--- src/design/gfec_pkg.sv ---
// Shared types, codes and defaults of the GF(2^m) erasure-code combiner.
package gfec_pkg;

  localparam int DEF_BLOCK_LEN   = 4096;
  localparam int DEF_MAX_BLOCKS  = 6;
  localparam int DEF_SYMBOL_BITS = 16;

  localparam int POS_W      = 12;
  localparam int SYM_W      = 16;
  localparam int ROW_W      = 3;
  localparam int CFG_IDX_W  = 3;
  localparam int CFG_DATA_W = 16;

  localparam logic [SYM_W-1:0] POLY_RESET  = 16'h100B;
  localparam logic [ROW_W-1:0] COUNT_RESET = 3'd4;
  localparam logic [SYM_W-1:0] COEF_RESET  = 16'h0001;

  typedef enum logic {
    OP_ACCUM  = 1'b0,
    OP_UPDATE = 1'b1
  } op_t;

  typedef enum logic [CFG_IDX_W-1:0] {
    CFG_POLY        = 3'd0,
    CFG_BLOCK_COUNT = 3'd1,
    CFG_COEF0       = 3'd2,
    CFG_COEF1       = 3'd3,
    CFG_COEF2       = 3'd4,
    CFG_COEF3       = 3'd5,
    CFG_COEF4       = 3'd6,
    CFG_COEF5       = 3'd7
  } cfg_reg_t;

  typedef struct packed {
    op_t              op;
    logic [ROW_W-1:0] block;
    logic [POS_W-1:0] position;
    logic [SYM_W-1:0] symbol;
    logic [SYM_W-1:0] old_symbol;
  } in_word_t;

  typedef struct packed {
    logic [POS_W-1:0] out_position;
    logic [SYM_W-1:0] value;
    logic             from_update;
  } out_word_t;

  // Settings seen by the datapath: polynomial and the clamped row count.
  typedef struct packed {
    logic [SYM_W-1:0] poly;
    logic [ROW_W-1:0] count;
  } cfg_state_t;

endpackage

--- src/design/gfec_gf_mul.sv ---
// Two-stage pipelined GF(2^m) multiplier with a programmable reduction polynomial.
module gfec_gf_mul import gfec_pkg::*; #(
  parameter int SYMBOL_BITS = DEF_SYMBOL_BITS
) (
  input  logic                   clk,
  input  logic                   en,
  input  logic [SYMBOL_BITS-1:0] poly,
  input  logic [SYMBOL_BITS-1:0] a,
  input  logic [SYMBOL_BITS-1:0] b,
  output logic [SYMBOL_BITS-1:0] prod
);

  localparam int LO = SYMBOL_BITS / 2;
  localparam int HI = SYMBOL_BITS - LO;

  logic [SYMBOL_BITS-1:0] acc_a, sh_a;
  logic [SYMBOL_BITS-1:0] acc_b, sh_b;
  logic [SYMBOL_BITS-1:0] acc_r, sh_r;
  logic [HI-1:0]          bhi_r;
  logic [SYMBOL_BITS-1:0] prod_r;

  // First half: multiplier bits below LO, shifting a by x each step.
  always_comb begin
    acc_a = '0;
    sh_a  = a;
    for (int i = 0; i < LO; i++) begin
      if (b[i]) begin
        acc_a = acc_a ^ sh_a;
      end
      sh_a = {sh_a[SYMBOL_BITS-2:0], 1'b0} ^ (sh_a[SYMBOL_BITS-1] ? poly : '0);
    end
  end

  always_ff @(posedge clk) begin
    if (en) begin
      acc_r <= acc_a;
      sh_r  <= sh_a;
      bhi_r <= b[SYMBOL_BITS-1:LO];
    end
  end

  // Second half: remaining multiplier bits.
  always_comb begin
    acc_b = acc_r;
    sh_b  = sh_r;
    for (int i = 0; i < HI; i++) begin
      if (bhi_r[i]) begin
        acc_b = acc_b ^ sh_b;
      end
      sh_b = {sh_b[SYMBOL_BITS-2:0], 1'b0} ^ (sh_b[SYMBOL_BITS-1] ? poly : '0);
    end
  end

  always_ff @(posedge clk) begin
    if (en) begin
      prod_r <= acc_b;
    end
  end

  assign prod = prod_r;

endmodule

--- config.mk ---
export PLATFORM = sky130hd
export DESIGN_NAME = gfec_gf_mul
export DESIGN_NICKNAME = d
export VERILOG_FILES = /design/src/design/gfec_pkg.sv /design/src/design/gfec_gf_mul.sv
export SDC_FILE = /design/constraint.sdc
export NUM_CORES = 1
export LEC_CHECK = 0
export ABC_AREA = 1
export BUFFER_PORTS_ARGS = -buffer_cell sky130_fd_sc_hd__buf_2
export CORE_MARGIN = 8
export CORE_UTILIZATION = 60
export CTS_CLUSTER_SIZE = 28
export DETAILED_ROUTE_END_ITERATION = 10
export PLACE_DENSITY_LB_ADDON = 0.25
export RECOVER_POWER = 100
export SYNTH_ARGS = -nofsm -noshare
export SYNTH_HDL_FRONTEND = slang
export SYNTH_SLANG_ARGS = --single-unit
--- constraint.sdc ---
create_clock -name clk -period 7.2 [get_ports clk]
set_input_delay 0.72 -clock clk [delete_from_list [all_inputs] [get_ports clk]]
set_output_delay 0.72 -clock clk [all_outputs]
set_load 0.02 [all_outputs]
==> impl_metrics.ini <==
[die]
rows = 52
core_area_um2 = 20000
die_area_um2 = 25000
ios = 66
die_h_um = 158
start_util_pct = 60.4
fp.dieW_um = 158

[final_layout]
nNetsFinal = 2314
fin_util_pct = 60.9
diodes = 0
area_growth_pct = 0.817
drive_gt1_share_pct = 4.90

[drt]
drcViolationCount = 0
viasPerCell = 5.20
initialDrtViolationCount = 854
drtPass1Iterations = 6
wire_per_inst_um = 12.3
wirelength_um = 31100
vias = 13200
final_antenna_net_count = 0

[critical_path]
critPathMaxStageDelay_ns = 0.79
worst-path-buf-inv = 2
reg2reg_from = sh_r[15]
cp_top_family = simple AND/OR/NAND/NOR gates
worstSetupEndpointType = flip-flop
path_max_fanout = 36
crit_start = poly[15]
rr_worst_depth = 19
worstSetupStartpointType = primary input
crit_arrival_ns = 5.88
worstSetupEndpoint = sh_r[3]
r2r_end = prod[7]
critical_path_class = in -> reg
cp.required_ns = 7.25
critical_path_cell_count = 20
path_cells = buf_2, nand2_1, nand2_1, nand2_4, nor2_1, nand2_2, nand2_4, nand3_1, nand2_4, nand3_2, nand2_2, nand3_1, nand2_1, nand3_1, nand2_1, nand3_1, nand2_2, inv_2, nand3_1, nand2_1
cp_slowest_cell = nand2_1
r2r_slack_ns = 1.48

[power_and_ir_drop]
power_leakage_nw = 6.86
powerDensity_nw_per_um2 = 381
ir_drop_uv = 162

[timing]
setup_violations = 0
skew_ns = 0.00911
fin_tns_setup_ns = 0
finalCritPeriodShare_pct = 81.0
rsz0062_at_grt = no
slew_headroom_pct = -102
hold_viol_final = 0
max_slew.worst_pin.slew_ns = 3.03
min_period_ns = 5.83
report.final.slew_viol_count = 57
fmax_mhz = 172

[yosys]
ys.flop_type = edfxtp_1
yosysMostFrequentCell = nand2_1
netlist_area_um2 = 12100
yosysSeqAreaShare_pct = 13.9
synth_async_sr_flop_share_pct = 0
syn_area_per_cell_um2 = 5.26
syn_nets = 2351
synth_cell_types = 29
yosys_warnings = 0
syn_inst = 2301
yosysTopAreaCellShare_pct = 35.8
yosysTopAreaCell = nand2_1
yosys-top-cells-area = nand2_1 36%, edfxtp_1 14%, nand3_1 9.1%
synth_edf_count = 56
ys_ff_latch = 56
synthTopCellsByCount = 1154 x nand2_1, 226 x inv_1, 220 x nand3_1

[global_route]
overflow = 0
grt_pass1_wl_um = 53400
grt_max_degree = 57
antenna_found_initial = 0
grt_usage_pct = 25.2
grt_pass1_vias = 12100

[cts]
cts_buffer_depth = 2
cts_resized = 0
clk_pin_slew_ns = 0.08
post_cts_buffers = 0
cts_tree = done
numClockSinks = 56
h-tree-depth = 2
numCtsBuffers = 5
cts.hold.buffers_added = 0
clkLatencyLatePin_ns = 0.30
root_buffer = clkbuf_16

[status]
status = finished, violations left
violations = capacitance limit, slew limit

[place]
gp_congestion = 0.900
dp_hpwl_um = 25200
io_buffers = 65

[hold_path]
hold_path.class = in -> reg

[flow_run]
cap_viol_max_count = 1
-- flip-flops by register name, summed over array words and instances, names as in the netlist --
| signal | cells |
|---|---|
| acc_r | 16 |
| bhi_r | 8 |
| prod | 16 |
| sh_r | 16 |
-- logic make-up (layout without fill, tap and decap cells) --
group	Yosys count	in the layout	share of synthesized area (%)
AO/OA/AOI/OAI	60	60	2.56
flip-flops	56	56	13.9
buffers and inverters	345	308	12.9
AND/OR/NAND/NOR	1639	1639	55.8
XOR/XNOR	201	201	14.9
-- routing by layer --
metal  global-route usage, %  vias up  share of wire (%)
met1                    29.8     5756                 42
met3                    2.16       57                6.2
met5                       0        -                  0
met2                    46.8      427                 49
li1                        -     6932                  -
met4                    8.67        0                2.2
-- layout make-up --
type / instances / area, um2
clock inverters: 2 / 60.1
inverters: 235 / 882
well taps: 270 / 338
multi-input cells: 1900 / 8800
clock buffers: 5 / 125
fillers: 2097 / 7850
flip-flops and latches: 56 / 1680
repair buffers: 66 / 309
-- worst reg2reg max path, cell delays in order (launching register included) --
cell and delay [ns]:
edfxtp_1 0.89, nand2_2 0.09, nand2_1 0.17, nand2_2 0.33, nor2_1 0.25, nand2_1 0.09, nand2_2 0.35, nand3_1 0.20
nand2_4 0.27, nand3_1 0.12, nand2_1 0.59, nand3_1 0.15, nand2_1 0.61, nand3_1 0.15, nand2_1 0.72, nand3_1 0.22
nand2_1 0.12, nor2_1 0.06, nand2_1 0.06, nand2_1 0.05
-- metrics by stage --
stage                     power (mW)  instance area (um2)  std cells  hold slack (ns)  setup slack (ns)
after floorplan                 3.78                12100       2301            0.782              4.24
after global placement          4.19                12100       2527            0.897              1.93
after detailed placement        4.31                12100       2527            0.899              1.68
after CTS                       4.65                12300       2534            0.588              1.99
after global routing            5.22                12200       2534            0.581             0.748
final                           4.64                12200       2534            0.586              1.37
-- power breakdown --
part | total, mW | internal, mW | switching, mW
sequential | 0.629 | 0.556 | 0.0728
clock | 0.326 | 0.198 | 0.127
combinational | 3.69 | 1.29 | 2.40
-- worst min path at each step --
stage                     depth (start not counted)     start       end
after CTS                                         1     b[14]  bhi_r[6]
after global routing                              1     b[14]  bhi_r[6]
after detailed placement                          1     b[14]  bhi_r[6]
final                                             1     b[12]  bhi_r[4]
after floorplan                                   4  bhi_r[6]  prod[10]
after global placement                            1      b[8]  bhi_r[0]
-- placed cells by master, fill, tap and decap left out, types with 4 or more instances in the layout --
cell          n
edfxtp_1     56
nand3_2      11
nand3b_1      6
inv_1       226
clkbuf_1     17
nor2_2        4
inv_2         5
clkbuf_16     5
xnor2_1     115
clkinv_1      4
xor2_1       81
nand2_4       4
o21ai_0      35
nand2_2      23
buf_2        49
o21ai_1      21
xnor2_2       5
nand4_1      23
nand2_1    1161
nor2_1      179
nand3_1     226
(Power assumes the default switching activity.)
