===== src/design/gfec_pkg.sv =====
// Shared types, codes and defaults of the GF(2^m) erasure-code combiner.
package gfec_pkg;

  localparam int DEF_BLOCK_LEN   = 4096;
  localparam int DEF_MAX_BLOCKS  = 6;
  localparam int DEF_SYMBOL_BITS = 16;

  localparam int POS_W      = 12;
  localparam int SYM_W      = 16;
  localparam int ROW_W      = 3;
  localparam int CFG_IDX_W  = 3;
  localparam int CFG_DATA_W = 16;

  localparam logic [SYM_W-1:0] POLY_RESET  = 16'h100B;
  localparam logic [ROW_W-1:0] COUNT_RESET = 3'd4;
  localparam logic [SYM_W-1:0] COEF_RESET  = 16'h0001;

  typedef enum logic {
    OP_ACCUM  = 1'b0,
    OP_UPDATE = 1'b1
  } op_t;

  typedef enum logic [CFG_IDX_W-1:0] {
    CFG_POLY        = 3'd0,
    CFG_BLOCK_COUNT = 3'd1,
    CFG_COEF0       = 3'd2,
    CFG_COEF1       = 3'd3,
    CFG_COEF2       = 3'd4,
    CFG_COEF3       = 3'd5,
    CFG_COEF4       = 3'd6,
    CFG_COEF5       = 3'd7
  } cfg_reg_t;

  typedef struct packed {
    op_t              op;
    logic [ROW_W-1:0] block;
    logic [POS_W-1:0] position;
    logic [SYM_W-1:0] symbol;
    logic [SYM_W-1:0] old_symbol;
  } in_word_t;

  typedef struct packed {
    logic [POS_W-1:0] out_position;
    logic [SYM_W-1:0] value;
    logic             from_update;
  } out_word_t;

  // Settings seen by the datapath: polynomial and the clamped row count.
  typedef struct packed {
    logic [SYM_W-1:0] poly;
    logic [ROW_W-1:0] count;
  } cfg_state_t;

endpackage


===== src/design/gfec_cfg.sv =====
// Configuration registers and per-row coefficient selection.
module gfec_cfg import gfec_pkg::*; #(
  parameter int MAX_BLOCKS = DEF_MAX_BLOCKS
) (
  input  logic                  clk,
  input  logic                  rst_n,
  input  logic                  cfg_we,
  input  logic [CFG_IDX_W-1:0]  cfg_index,
  input  logic [CFG_DATA_W-1:0] cfg_wdata,
  input  logic [ROW_W-1:0]      row,
  output logic [SYM_W-1:0]      coef,
  output cfg_state_t            cfg
);

  logic [SYM_W-1:0] poly_r;
  logic [ROW_W-1:0] count_r;
  logic [SYM_W-1:0] coef_r [MAX_BLOCKS];

  always_ff @(posedge clk) begin
    if (!rst_n) begin
      poly_r  <= POLY_RESET;
      count_r <= COUNT_RESET;
      for (int i = 0; i < MAX_BLOCKS; i++) begin
        coef_r[i] <= COEF_RESET;
      end
    end else if (cfg_we) begin
      unique case (cfg_reg_t'(cfg_index))
        CFG_POLY:        poly_r  <= cfg_wdata[SYM_W-1:0];
        CFG_BLOCK_COUNT: count_r <= cfg_wdata[ROW_W-1:0];
        CFG_COEF0, CFG_COEF1, CFG_COEF2,
        CFG_COEF3, CFG_COEF4, CFG_COEF5: begin
          // Rows beyond MAX_BLOCKS can never be selected, so they have no storage.
          for (int i = 0; i < MAX_BLOCKS; i++) begin
            if (cfg_index == CFG_IDX_W'(int'(CFG_COEF0) + i)) begin
              coef_r[i] <= cfg_wdata[SYM_W-1:0];
            end
          end
        end
      endcase
    end
  end

  always_comb begin
    coef = '0;
    for (int i = 0; i < MAX_BLOCKS; i++) begin
      if (row == ROW_W'(i)) begin
        coef = coef_r[i];
      end
    end
  end

  // A count of zero means one row; counts above MAX_BLOCKS saturate.
  always_comb begin
    cfg.poly = poly_r;
    if (count_r == '0) begin
      cfg.count = ROW_W'(1);
    end else if (count_r > ROW_W'(MAX_BLOCKS)) begin
      cfg.count = ROW_W'(MAX_BLOCKS);
    end else begin
      cfg.count = count_r;
    end
  end

endmodule


===== config.mk =====
export PLATFORM = sky130hd
export DESIGN_NAME = gfec_cfg
export DESIGN_NICKNAME = d
export VERILOG_FILES = /design/src/design/gfec_pkg.sv /design/src/design/gfec_cfg.sv
export SDC_FILE = /design/constraint.sdc
export NUM_CORES = 1
export LEC_CHECK = 0
export BUFFER_PORTS_ARGS = -buffer_cell sky130_fd_sc_hd__buf_2
export CAP_MARGIN = 0
export CELL_PAD_IN_SITES_DETAIL_PLACEMENT = 1
export CELL_PAD_IN_SITES_GLOBAL_PLACEMENT = 2
export CORE_ASPECT_RATIO = 1.4
export CORE_MARGIN = 1.5
export CORE_UTILIZATION = 40
export CTS_CLUSTER_DIAMETER = 30
export DETAILED_ROUTE_END_ITERATION = 6
export HOLD_SLACK_MARGIN = 0.03
export PLACE_DENSITY_LB_ADDON = 0.1
export SYNTH_ARGS = -nofsm -noshare
export SYNTH_HDL_FRONTEND = slang
export SYNTH_SLANG_ARGS = --single-unit

===== constraint.sdc =====
create_clock -name clk -period 3.1 [get_ports clk]
set_input_delay 0.62 -clock clk [delete_from_list [all_inputs] [get_ports clk]]
set_output_delay 0.62 -clock clk [all_outputs]
set_load 0.05 [all_outputs]

==> metrics.md <==
| Metric | Value |
|---|---|
| Post-route insts no fill | about 640 |
| Main synth FF type | edfxtp_1 |
| Power Dens Cells | around 660 nW/um2 |
| CTS Buf Count | 17 |
| Register bit count reported by yosys | between 100 and 150 |
| Placed cell count | 604 |
| Die Height | between 100 and 150 um |
| Critical Path Slowest Stage Cell | nor2_1 |
| Main area contributors after synthesis | edfxtp_1 55%, and2_1 11%, mux2i_1 9.4%, dfxtp_1 7.3%, nand2_1 2.7% |
| Starting density of the core | a little over 40% |
| Period utilisation layout | between 80% and 90% |
| Hold buffers post-CTS | 0 |
| Hold_ws | 0.449 ns |
| Overall global routing resource usage | 20.5% |
| DIE AREA | 13,700 um2 |
| Initial DRC count | 120 |
| Vias | 3,391 |
| Root buffer cell | clkbuf_16 |
| Port Buf Inserts | between 50 and 60 |
| Count leader, synth | edfxtp_1 |
| Hold Vio Cnt, Final | 0 |
| Share of the synthesized area in the top cell type | 55.3% |
| HP Class | reg -> reg |
| Setup total negative slack | 0 ns |
| DRT Pass-1 Iters | 4 |
| HPWL Detailed | approximately 8000 um |
| Post-synthesis sequential area ratio | a little over three fifths |
| Syn nets | 428 |
| Commonest cells post-synth | 96 x edfxtp_1, 90 x and2_1, 49 x mux2i_1 |
| Outcome | complete, no violations |
| Distinct cells, synth | 30 |
| Crit path cell chain | buf_2 -> nor2_1 -> buf_4 -> a221oi_1 -> buf_2 |
| Post-synthesis cell area | ~5200 um2 |
| Min Tclk post-route | 2.63 ns |
| # resized after CTS | 0 |
| Slew Limit Fails | 0 |
| Syn_area_per_cell | 12.9 um2 |
| Layout Skew | 0 ns |
| Clk_lat worst skew | 0.40 ns |
| Max-cap viol count | 0 |
| CTS clk-pin slew, worst paths | 0.05 ns |
| Clk sink count | 115 |
| Worst vdd ir | between 300 and 400 uV |
| Final setup violation count | 0 |
| Synthesized instance count | 403 |
| Proportion of layout cells with a drive suffix above 1 | 22.6% |
| Overflow after GRT | 0 |
| Async set-reset flop share out of synthesis | 0% |
| Pin count of the biggest net entering global routing | 31 |
| Static leakage | 2.50 nW |
| Via density | 5.33 |
| Yosys top cell by area | edfxtp_1 |
| Initial antenna violation count | 0 |
| Pwr Total | roughly 4.2 mW |
| Die W | roughly 99 um |
| Syn. warnings | 0 |
| Core Footprint | 12,800 um2 |
| Critical Path RT | around 2.5 ns |
| Placement Cell Area | 5720 um2 |
| Slew margin rel. | 42.8% |
| Worst stage delay on the critical path | 0.66 ns |
| CTS tree | built |
| DRC Markers | 0 |
| Ant diodes | 0 |
| CP Capture Type | primary output |
| IO Pins | 60 |
| Crit path DAT | 2.01 ns |
| CTS Buffer Depth | 2 |
| Nets | 495 |
| First-pass GRT wire length | 20,900 um |
| RSZ-0062 raised after global routing | false |
| Post-CTS Setup Bufs | 0 |
| Wire per inst | 20.8 um |
| Routed wire length | 13,200 um |
| Crit path max fanout | 9 |
| Design area | 6310 um2 |
| Max Clk Rate | 0.380 GHz |
| Syn-to-layout area delta | 21.2% |
| Routed Antenna Nets | 0 |
| GP Congestion | 0.691 |
| # rows | 49 |
| Number of flops mapped to enable cells by yosys | 96 |
| Slew at the pin closest to its max-slew limit | 0.856 ns |
| Kind of critical path | in -> out |
| CP startpoint kind | input pin |
| Fill count | 1,354 |
| # H-tree levels | 4 |
| Vias in the first global route | 3,660 |
| CP most frequent cell | buf_2 |
## cells in the final DEF, fill, tap and decap left out, types with 12 or more instances in the layout
cell,n
mux2i_1,49
buf_2,59
buf_4,15
clkbuf_16,17
edfxtp_1,96
and2_1,90
o21a_1,14
dfxtp_1,19
a21boi_1,12
a221oi_1,14
nand2_1,37
## through the flow
step | worst slack (ns) | util, %
3_5_place_dp | 0.403 | 44.8
4_1_cts | 0.421 | 49.5
6_report | 0.468 | 49.5
3_3_place_gp | 0.466 | 44.8
5_1_grt | 0.374 | 49.5
2_1_floorplan | 0.0120 | -
## worst max-delay path, delay by kind of cell
family                 cells  cell delay [ns]
AO/OA/AOI/OAI              1             0.10
buffers and inverters      3             0.63
AND/OR/NAND/NOR            1             0.66
## state kept, by name (all words and copies together) (netlist names)
| name | count |
|---|---|
| poly_r | 16 |
| count_r | 3 |
| coef_r | 96 |
## kinds of logic after synthesis
group | count (synthesis) | share of synthesized area, %
compound gates | 49 | 7.16
flops | 115 | 62.6
mux | 51 | 9.85
simple gates | 159 | 17.6
buf+inv | 29 | 2.74
## path summary, 6_finish.rpt
path	from	endpoint	slack (ns)	depth (start not counted)
setup / recovery	row[1]	coef[5]	0.47	5
setup reg to reg	count_r[2]	count_r[2]	2.45	2
hold / removal	poly_r[2]	poly_r[2]	0.45	2
hold reg to reg	poly_r[2]	poly_r[2]	0.45	2
## cell type report
type,instances,area (um2),share of cell area [%]
clock buffer,20,437,6.91
clock inverter,12,163,2.58
inverter,1,3.75,0.0594
multi-input combinational,259,1810,28.7
sequential,115,3260,51.7
tap,153,191,3.03
timing repair buffer,76,448,7.09
## routing by layer
layer  wire length [um]  share of wire (%)  up-vias  track usage [%]
li1                   -                  -     1587                -
met1               5790                 44     1707             26.3
met2               6800                 51       81             34.4
met3                464                3.5       16             3.84
met4                179                1.4        0             7.34
met5                  0                  0        -                0
## power breakdown
part	switching, mW	internal [mW]
Clock	0.665	1.33
Combinational	0.283	0.120
Sequential	0.0253	1.77
Total	0.973	3.22
No activity file was read; power rests on OpenSTA's default activity.
